`config.mk`:
```
export PLATFORM = sky130hd
export DESIGN_NAME = timer_slot_pool
export DESIGN_NICKNAME = d
export VERILOG_FILES = /design/src/tsp_pkg.sv /design/src/timer_slot_pool.sv /design/src/tsp_cell.sv
export SDC_FILE = /design/constraint.sdc
export NUM_CORES = 2
export LEC_CHECK = 0
export BUFFER_PORTS_ARGS = -buffer_cell sky130_fd_sc_hd__buf_4
export CAP_MARGIN = 10
export CORE_MARGIN = 2
export CORE_UTILIZATION = 25
export DETAILED_ROUTE_END_ITERATION = 10
export PLACE_DENSITY = 0.42
export RECOVER_POWER = 100
export SETUP_SLACK_MARGIN = 0.5
export SYNTH_ARGS = -nofsm -noshare
export SYNTH_HDL_FRONTEND = slang
export SYNTH_SLANG_ARGS = --single-unit
export TNS_END_PERCENT = 20
```
`constraint.sdc`:
```
create_clock -name clk -period 49.7 [get_ports clk]
set_clock_uncertainty 0.2 [all_clocks]
set_input_delay 4.97 -clock clk [delete_from_list [all_inputs] [get_ports clk]]
set_output_delay 4.97 -clock clk [all_outputs]
set_load 0.02 [all_outputs]
```
`src/tsp_pkg.sv`:
```
// Types and constants of the timer slot pool.
`default_nettype none

package tsp_pkg;

  localparam int TIME_W   = 48;
  localparam int PERIOD_W = 32;
  localparam int HANDLE_W = 4;
  localparam int STATUS_W = 3;

  localparam logic [TIME_W-1:0] TIME_MAX = '1;

  typedef enum logic [2:0] {
    OP_CREATE  = 3'd0,
    OP_START   = 3'd1,
    OP_STOP    = 3'd2,
    OP_DELETE  = 3'd3,
    OP_RESTART = 3'd4,
    OP_POLL    = 3'd5
  } op_t;

  localparam logic [STATUS_W-1:0] ST_OK       = 3'd0;
  localparam logic [STATUS_W-1:0] ST_DISABLED = 3'd1;
  localparam logic [STATUS_W-1:0] ST_ZERO_PER = 3'd2;
  localparam logic [STATUS_W-1:0] ST_FULL     = 3'd3;
  localparam logic [STATUS_W-1:0] ST_BAD      = 3'd4;

  // Command as it travels down the cell row.
  typedef enum logic [2:0] {
    CMD_NONE,
    CMD_CREATE,
    CMD_ARM,
    CMD_STOP,
    CMD_DELETE,
    CMD_POLL
  } cmd_t;

  typedef struct packed {
    logic                valid;
    cmd_t                cmd;
    logic [HANDLE_W-1:0] handle;
    logic [PERIOD_W-1:0] period;
    logic                reload;
    logic                notify;
    logic [TIME_W-1:0]   now;
    logic [STATUS_W-1:0] status;
    logic [HANDLE_W-1:0] handle_out;
  } tok_t;

  typedef struct packed {
    logic                valid;
    logic [HANDLE_W-1:0] handle;
  } evt_t;

endpackage

`default_nettype wire

```
`src/timer_slot_pool.sv`:
```
// Timer slot pool top level: command decode, cell row and result register.
//
// Pool of POOL_SIZE timer slots held in a row of cells. Each accepted command
// beat walks the row one cell per cycle while the result side does not stall,
// and the next command is taken once its closing beat is in the output
// register. A poll may add one expiry beat per due slot with notify set, in
// slot order, before its done beat. Any stall on the result side freezes the
// whole row. pool_enable gates create and poll only; write it while the pool
// is idle.
`default_nettype none

module timer_slot_pool #(
  parameter int POOL_SIZE = 8
) (
  input  wire logic        clk,
  input  wire logic        rst,
  input  wire logic        cfg_wr_en,
  input  wire logic        cfg_wr_data,
  input  wire logic        s_axis_tvalid,
  output logic             s_axis_tready,
  // [3:0] slot_handle, [35:4] period, [36] periodic,
  // [37] notify_on_expiry, [85:38] now_ms, [87:86] zero
  input  wire logic [87:0] s_axis_tdata,
  // [2:0] op
  input  wire logic [2:0]  s_axis_tuser,
  output logic             m_axis_tvalid,
  input  wire logic        m_axis_tready,
  // [2:0] status, [6:3] handle_out, [7] zero
  output logic [7:0]       m_axis_tdata,
  // [0] kind
  output logic             m_axis_tuser,
  output logic             m_axis_tlast
);

  logic                            pool_enable;
  logic                            adv;
  logic                            busy;
  logic                            acc;
  tsp_pkg::tok_t                   chain [POOL_SIZE+1];
  tsp_pkg::tok_t                   in_tok;
  tsp_pkg::evt_t                   evts [POOL_SIZE];
  tsp_pkg::evt_t                   evt_any;
  logic [POOL_SIZE-1:0]            busy_vec;

  logic [tsp_pkg::HANDLE_W-1:0]    in_handle;
  logic [tsp_pkg::PERIOD_W-1:0]    in_period;
  logic                            hok;

  logic                            kind_r;
  logic [tsp_pkg::STATUS_W-1:0]    status_r;
  logic [tsp_pkg::HANDLE_W-1:0]    handle_r;
  logic                            last_r;

  always_ff @(posedge clk) begin
    if (rst) begin
      pool_enable <= 1'b0;
    end else if (cfg_wr_en) begin
      pool_enable <= cfg_wr_data;
    end
  end

  assign adv           = !m_axis_tvalid || m_axis_tready;
  assign busy          = |busy_vec;
  assign s_axis_tready = !busy && adv;
  assign acc           = s_axis_tvalid && s_axis_tready;

  assign in_handle = s_axis_tdata[3:0];
  assign in_period = s_axis_tdata[35:4];
  assign hok       = (in_handle != '0) && ({3'b000, in_handle} <= 7'(POOL_SIZE));

  always_comb begin
    in_tok            = '0;
    in_tok.valid      = acc;
    in_tok.handle     = in_handle;
    in_tok.period     = in_period;
    in_tok.reload     = s_axis_tdata[36];
    in_tok.notify     = s_axis_tdata[37];
    in_tok.now        = s_axis_tdata[85:38];
    in_tok.cmd        = tsp_pkg::CMD_NONE;
    in_tok.status     = tsp_pkg::ST_BAD;
    in_tok.handle_out = '0;
    unique case (s_axis_tuser)
      tsp_pkg::OP_CREATE: begin
        if (!pool_enable) begin
          in_tok.status = tsp_pkg::ST_DISABLED;
        end else if (in_period == '0) begin
          in_tok.status = tsp_pkg::ST_ZERO_PER;
        end else begin
          in_tok.cmd    = tsp_pkg::CMD_CREATE;
          in_tok.status = tsp_pkg::ST_FULL;
        end
      end
      tsp_pkg::OP_START, tsp_pkg::OP_RESTART: begin
        if (hok) in_tok.cmd = tsp_pkg::CMD_ARM;
      end
      tsp_pkg::OP_STOP: begin
        if (hok) begin
          in_tok.cmd    = tsp_pkg::CMD_STOP;
          in_tok.status = tsp_pkg::ST_OK;
        end
      end
      tsp_pkg::OP_DELETE: begin
        if (hok) begin
          in_tok.cmd    = tsp_pkg::CMD_DELETE;
          in_tok.status = tsp_pkg::ST_OK;
        end
      end
      tsp_pkg::OP_POLL: begin
        if (!pool_enable) begin
          in_tok.status = tsp_pkg::ST_DISABLED;
        end else begin
          in_tok.cmd    = tsp_pkg::CMD_POLL;
          in_tok.status = tsp_pkg::ST_OK;
        end
      end
      default: begin
      end
    endcase
  end

  assign chain[0] = in_tok;

  for (genvar k = 0; k < POOL_SIZE; k++) begin : g_cell
    tsp_cell #(
      .IDX(k)
    ) u_cell (
      .clk     (clk),
      .rst     (rst),
      .adv     (adv),
      .tok_in  (chain[k]),
      .tok_out (chain[k+1]),
      .evt     (evts[k])
    );
    assign busy_vec[k] = chain[k+1].valid;
  end

  // At most one cell holds the token, so at most one event is valid and the merge is exact.
  always_comb begin
    evt_any = '0;
    for (int k = 0; k < POOL_SIZE; k++) begin
      if (evts[k].valid) evt_any = evts[k];
    end
  end

  always_ff @(posedge clk) begin
    if (rst) begin
      m_axis_tvalid <= 1'b0;
    end else if (adv) begin
      if (evt_any.valid) begin
        m_axis_tvalid <= 1'b1;
        kind_r        <= 1'b1;
        status_r      <= tsp_pkg::ST_OK;
        handle_r      <= evt_any.handle;
        last_r        <= 1'b0;
      end else if (chain[POOL_SIZE].valid) begin
        m_axis_tvalid <= 1'b1;
        kind_r        <= 1'b0;
        status_r      <= chain[POOL_SIZE].status;
        handle_r      <= chain[POOL_SIZE].handle_out;
        last_r        <= 1'b1;
      end else begin
        m_axis_tvalid <= 1'b0;
      end
    end
  end

  assign m_axis_tdata = {1'b0, handle_r, status_r};
  assign m_axis_tuser = kind_r;
  assign m_axis_tlast = last_r;

endmodule

`default_nettype wire

```
`src/tsp_cell.sv`:
```
// One timer slot: holds its state and passes the command token on.
`default_nettype none

module tsp_cell #(
  parameter int IDX = 0
) (
  input  wire logic          clk,
  input  wire logic          rst,
  input  wire logic          adv,
  input  wire tsp_pkg::tok_t tok_in,
  output tsp_pkg::tok_t      tok_out,
  output tsp_pkg::evt_t      evt
);

  localparam logic [6:0] SLOT_NUM = 7'(IDX + 1);

  logic                          active, active_next;
  logic                          reload, reload_next;
  logic                          notify, notify_next;
  logic [tsp_pkg::PERIOD_W-1:0]  period, period_next;
  logic [tsp_pkg::TIME_W-1:0]    deadline, deadline_next;
  tsp_pkg::tok_t                 tok, tok_next;

  logic                          proc;
  logic                          match;
  logic                          due;
  logic [tsp_pkg::TIME_W:0]      sum;
  logic [tsp_pkg::TIME_W-1:0]    sat;

  assign proc  = adv && tok_in.valid;
  assign match = ({3'b000, tok_in.handle} == SLOT_NUM);
  assign sum   = {1'b0, tok_in.now} + {{(tsp_pkg::TIME_W + 1 - tsp_pkg::PERIOD_W){1'b0}}, period};
  assign sat   = sum[tsp_pkg::TIME_W] ? tsp_pkg::TIME_MAX : sum[tsp_pkg::TIME_W-1:0];
  assign due   = active && (deadline != '0) && (tok_in.now >= deadline);

  always_comb begin
    active_next   = active;
    reload_next   = reload;
    notify_next   = notify;
    period_next   = period;
    deadline_next = deadline;
    tok_next      = tok_in;
    evt.valid     = 1'b0;
    evt.handle    = tsp_pkg::HANDLE_W'(IDX + 1);
    if (proc) begin
      unique case (tok_in.cmd)
        tsp_pkg::CMD_CREATE: begin
          if (!active && tok_in.status == tsp_pkg::ST_FULL) begin
            active_next         = 1'b1;
            reload_next         = tok_in.reload;
            notify_next         = tok_in.notify;
            period_next         = tok_in.period;
            deadline_next       = '0;
            tok_next.status     = tsp_pkg::ST_OK;
            tok_next.handle_out = tsp_pkg::HANDLE_W'(IDX + 1);
          end
        end
        tsp_pkg::CMD_ARM: begin
          if (match && active) begin
            deadline_next   = sat;
            tok_next.status = tsp_pkg::ST_OK;
          end
        end
        tsp_pkg::CMD_STOP: begin
          if (match) deadline_next = '0;
        end
        tsp_pkg::CMD_DELETE: begin
          if (match) begin
            active_next   = 1'b0;
            reload_next   = 1'b0;
            notify_next   = 1'b0;
            period_next   = '0;
            deadline_next = '0;
          end
        end
        tsp_pkg::CMD_POLL: begin
          if (due) begin
            deadline_next = reload ? sat : '0;
            evt.valid     = notify;
          end
        end
        default: begin
        end
      endcase
    end
  end

  always_ff @(posedge clk) begin
    if (rst) begin
      active    <= 1'b0;
      reload    <= 1'b0;
      notify    <= 1'b0;
      period    <= '0;
      deadline  <= '0;
      tok.valid <= 1'b0;
    end else begin
      active   <= active_next;
      reload   <= reload_next;
      notify   <= notify_next;
      period   <= period_next;
      deadline <= deadline_next;
      if (adv) tok <= tok_next;
    end
  end

  assign tok_out = tok;

endmodule

`default_nettype wire

```
=== Word level (Yosys, flattened, before mapping) ===
Cells that the tools add are included.

* Bits in registers: 1,362
* Latch bits: 0
* Bits in writable memories: 0
* Bits in read-only memories: 0
* Bits of input ports: 97
* Output and inout bits: 12
* Memories kept: 0

* Add/subtract/negate cells: 8
* $mul: 0
* Div/mod/pow operators: 0
* Magnitude comparators: 9
* Equal/unequal tests: 101
* Shifts and indexed selects: 0
* Mux-type cells: 227
* Bitwise logic cells: 1
* Reduce and logical (&&, ||, !) cells: 112

{| class="wikitable"
|+ Operators with widths
! operator !! count
|-
| $mux W48 || 48
|-
| $pmux W48 S4 || 8
|-
| $mux W32 || 16
|-
| $pmux W32 S2 || 8
|-
| $add A48 B32 Y49 || 8
|-
| $ge A48 B48 Y1 || 8
|-
| $reduce_bool A48 Y1 || 8
|-
| $mux W7 || 16
|-
| $ne A2 B1 Y1 const B || 40
|-
| $eq A3 B2 Y1 const B || 26
|-
| $mux W1 || 64
|-
| $eq A3 B3 Y1 const B || 18
|-
| $pmux W1 S2 || 24
|-
| $pmux W3 S2 || 8
|-
| $reduce_and A6 Y1 || 8
|-
| $logic_and A1 B1 Y1 || 43
|-
| $mux W4 || 10
|-
| $mux W5 || 8
|-
| $mux W3 || 12
|-
| $reduce_bool A4 Y1 || 9
|-
| $logic_not A32 Y1 || 1
|-
| $reduce_and A4 Y1 || 8
|-
| $eq A3 B1 Y1 const B || 9
|-
| $reduce_or A2 Y1 || 10
|-
| 16 further kinds || 40
|}

=== Logic depth before layout (Yosys ltp) ===
* Depth after elaboration: 17
* Gate-level depth with buffers: 15
* Depth with buffers taken out: 13

=== Modules after synthesis ===
From an unflattened synthesis, not the netlist that was laid out.

* Cell total of the unflattened synthesis: 7,609
* Area, all modules: 75,960.4 µm²

{| class="wikitable"
|+ Modules (own cells, without submodules)
! module !! times used !! cells each !! area each (µm²)
|-
| tsp_cell (g_cell[4].u_cell ...) || 2 || 937 || 9,380.2
|-
| tsp_cell (g_cell[1].u_cell) || 1 || 961 || 9,494.1
|-
| tsp_cell (g_cell[7].u_cell) || 1 || 932 || 9,477.8
|-
| tsp_cell (g_cell[2].u_cell) || 1 || 932 || 9,395.3
|-
| tsp_cell (g_cell[0].u_cell) || 1 || 950 || 9,355.2
|-
| tsp_cell (g_cell[3].u_cell) || 1 || 938 || 9,313.9
|-
| tsp_cell (g_cell[6].u_cell) || 1 || 913 || 9,250.1
|-
| timer_slot_pool || 1 || 109 || 913.4
|}

=== Least setup slack after synthesis ===
Ideal clock, no wire load.

* Path type: input to register
* From: in rst
* To: reg handle_r[0] (netlist name) (enable)
* Arrival time: 35.058 ns
* Required time: 49.119 ns
* Setup slack: 14.061 ns
* Stages on the path: 4
* Buffers on the path: 2
* Cells stage by stage: clkbuf_1 clkbuf_1 nor2_1 a21boi_1

* Cells in the longest elaborated chain, start to end: 2

{| class="wikitable"
|+ Ends and longest elaborated chain
! what !! line !! RTL
|-
| from (decl) || timer_slot_pool.sv:16 || <nowiki>input wire logic rst,</nowiki>
|-
| $not A1 Y1 (no line) || - ||
|-
| $reduce_and A3 Y1 (no line) || - ||
|-
| to (signal assigned) || timer_slot_pool.sv:153 || <nowiki>handle_r <= evt_any.handle;</nowiki>
|-
| to (signal assigned) || timer_slot_pool.sv:159 || <nowiki>handle_r <= chain[POOL_SIZE].handle_out;</nowiki>
|-
| to (decl) || timer_slot_pool.sv:51 || <nowiki>logic [tsp_pkg::HANDLE_W-1:0] handle_r;</nowiki>
|}

No other way between the ends.
A chain may end at the register's enable or synchronous reset.

=== Final worst setup path ===
* From: in rst
* To: reg g_cell[0].u_cell.tok (netlist bit g_cell[0].u_cell.tok_out[65]) (enable)

* Cells in the longest elaborated chain, start to end: 2

{| class="wikitable"
|+ Ends and longest elaborated chain
! what !! line !! RTL
|-
| $not A1 Y1 (no line) || - ||
|-
| $reduce_and A2 Y1 (no line) || - ||
|-
| to (signal assigned) || tsp_cell.sv:102 || <nowiki>if (adv) tok <= tok_next;</nowiki>
|-
| to (decl) || tsp_cell.sv:22 || <nowiki>tsp_pkg::tok_t tok, tok_next;</nowiki>
|}

No other way between the ends.

==> key figures <==
Drt
  – Vias/cell: 4.772
  – Vias post-DR: 54549
  – DRC Markers: 0
  – TritonRoute pass-1 iters: 7
  – Post-DR wirelength/cell: 18.71 um
  – First-iteration detailed-routing DRC count: 3098
  – Post-Route WL: 213900 um
  – Post-DRT Antenna Nets: 0

Clocking
  – Skew-Pair Late Insertion Delay: 0.81 ns
  – Buffer levels on the longest clock path: 4
  – Postcts setup bufs: 0
  – Post-CTS Hold Fix Bufs: 0
  – CTS Buf Count: 166
  – Root buffer cell: clkbuf_16
  – H-tree levels: 4
  – Worst-path clk slew: 0.06 ns
  – CTS tree: built
  – Clk sink count: 1351
  – Post_cts resized: 0

Global routing
  – Largest net degree at the start of global routing: 132
  – Number of global-route vias before repair: 54103
  – All-Layer GR Usage: 0.1423
  – First-pass GRT wire length: 323800 um
  – Initial antenna violation count: 1
  – Grt ovf: 0

Floorplan
  – Starting Density: 0.2515
  – Ports: 109
  – Row Count: 196
  – Die H: 539.7 um
  – Die width: 539.7 um
  – Core box area: 285200 um2
  – Die area: 291200 um2

Power
  – Static Leak: 30.08 nW
  – Overall Power: 2.602 mW
  – Largest vdd supply drop: 0.02407 mV
  – Pwr/cell area: 31.82 nW/um2

Min path
  – Worst Hold Class: reg -> reg

Finish
  – Sequential Area: 33820 um2
  – Commonest non-fill, non-tap cell in the layout: nand2_1
  – Commonest non-fill, non-tap cells in the layout: 713 x nand2_1, 677 x edfxtp_1, 674 x dfxtp_1, 644 x nor2_1, 640 x ha_1
  – Layout fillers: 29939
  – Layout net count: 8284
  – Multi-input logic area: 34990 um2
  – Synth-to-layout area growth: 13.98%
  – Ant. Diodes: 0
  – Share of cells above drive strength 1: 0.04772

Logic synthesis
  – Syn nets: 8213
  – Most used DFF post-synth: edfxtp_1
  – Syn. warnings: 0
  – Synthesized cell area: 71730 um2
  – Avg Inst Size Synth: 9.605 um2
  – Post-Syn Instances: 7468
  – Unique masters post-synth: 97
  – Number of synthesized register bits: 1351
  – Number of synthesized flops with an enable pin: 677
  – Async set or reset register ratio after synthesis: 0
  – Sequential fraction of the synthesis area: 0.4715

Timing
  – RSZ-0062 raised after global routing: no
  – Normalized max-slew margin: -3.615
  – Final Hold Fails: 0
  – Final worst setup slack: 34.55 ns
  – Slew Limit Fails: 1266
  – Final setup TNS: 0 ns
  – Final Setup Violations: 0
  – Min Tclk post-route: 15.15 ns
  – Fmax achieved: 65.99 MHz
  – Worst Tran Pin Value: 6.922 ns
  – Tcrit/Tclk final: 0.3049

Critical path
  – Largest fanout on the critical path: 131
  – Startpoint types: input pin
  – Type of the worst setup path: in -> reg
  – CP Capture Type: flip-flop
  – Worst endpoint data arrival time: 15.27 ns
  – Required time of the worst setup path: 49.82 ns

Place
  – Final GP Congestion: 0.9284
  – Buffers added on ports: 105
  – Dpl ws: 38.26 ns
  – Dpl hpwl: 169700 um

Job
  – Max cap viols: 21

Status
  – Failing checks: capacitance limit, slew limit
  – Status: complete, but fails checks
per-stage QoR:
| step | instance area [um2] | util | cells | hold WS [ns] |
|---|---|---|---|---|
| 2_1_floorplan | 71730 | - | 7468 | 0.2168 |
| 3_3_place_gp | 76950 | 0.2698 | 11133 | 0.2308 |
| 3_5_place_dp | 76950 | 0.2698 | 11133 | 0.2323 |
| 4_1_cts | 82310 | 0.2886 | 11431 | 0.2311 |
| 5_1_grt | 81760 | 0.2867 | 11431 | 0.2524 |
| 6_report | 81760 | 0.2867 | 11431 | 0.2262 |
state kept, by name, summed over array words and instances, names as in the netlist:
signal                  flops
m_axis_tvalid               1
status_r                    3
g_cell.u_cell.tok_out     676
m_axis_tlast                1
handle_r                    4
g_cell.u_cell.active        8
m_axis_tuser                1
g_cell.u_cell.deadline    384
pool_enable                 1
g_cell.u_cell.notify        8
g_cell.u_cell.period      256
g_cell.u_cell.reload        8
final cells by class:
type / instances / share of cell area
repair buffers: 190 / 0.01171
flip-flops and latches: 1351 / 0.4137
well taps: 3762 / 0.05757
multi-input cells: 5319 / 0.4280
clock buffers: 229 / 0.05719
clock inverters: 69 / 0.008386
inverters: 511 / 0.02346
per-layer routing:
metal	vias to the layer above	track usage	part of all wire
li1	27541	-	-
met1	25714	0.1784	0.45
met2	952	0.2478	0.48
met3	342	0.01670	0.030
met4	0	0.05497	0.040
met5	-	0	0
synth_stat cells (46+ instances only):
cell type,instances,share of area
nand2_1,713,0.037
edfxtp_1,677,0.28
dfxtp_1,674,0.19
nor2_1,649,0.034
ha_1,640,0.11
a21oi_1,568,0.040
inv_1,511,0.027
a22oi_1,278,0.029
o21ai_0,276,0.019
clkbuf_1,263,0.014
o21ai_1,258,0.018
xnor2_1,195,0.024
a21o_1,177,0.019
nand3_1,143,0.010
nor4_1,132,0.012
nand4_1,130,0.011
nor3_1,102,0.0071
xor2_1,97,0.012
a31oi_1,66,0.0058
nor2b_1,66,0.0058
nand2b_1,64,0.0056
a211oi_1,59,0.0062
and3_1,59,0.0051
a211o_1,52,0.0063
and2_1,47,0.0041
o21a_1,46,0.0048
cell families (layout without fill, tap and decap cells):
group / Yosys count / in the layout / synth area share
and+or+nand+nor: 2234 / 2234 / 0.1456
AOI/OAI and AO/OA: 2130 / 2130 / 0.1893
DFF: 1351 / 1351 / 0.4715
buffers and inverters: 798 / 999 / 0.04204
adders and majority gates: 648 / 648 / 0.1139
xor gates and xnor gates: 292 / 292 / 0.03565
muxes: 14 / 14 / 0.001988
other: 1 / 1 / 0.00005228
power breakdown:
group          switching (mW)  internal (mW)
Combinational          0.0930         0.0495
Sequential             0.0383           1.21
Clock                   0.486          0.724
Total                   0.617           1.98
critical path, stage by stage:
cell and delay (ns):
clkbuf_1 0.98, nor2_1 1.41, clkbuf_1 4.85, clkbuf_1 2.75
path summary, 6_finish.rpt:
kind / startpoint / endpoint / slack [ns] / cells past startpoint
worst max-delay path: rst / g_cell[0].u_cell.tok_out[65] / 34.55 / 4
worst min-delay path: g_cell[3].u_cell.tok_out[89] / g_cell[4].u_cell.tok_out[89] / 0.23 / 0
worst max register to register: m_axis_tvalid / g_cell[0].u_cell.tok_out[65] / 39.35 / 5
worst min register to register: g_cell[3].u_cell.tok_out[89] / g_cell[4].u_cell.tok_out[89] / 0.23 / 0
(Power assumes the default switching activity.)
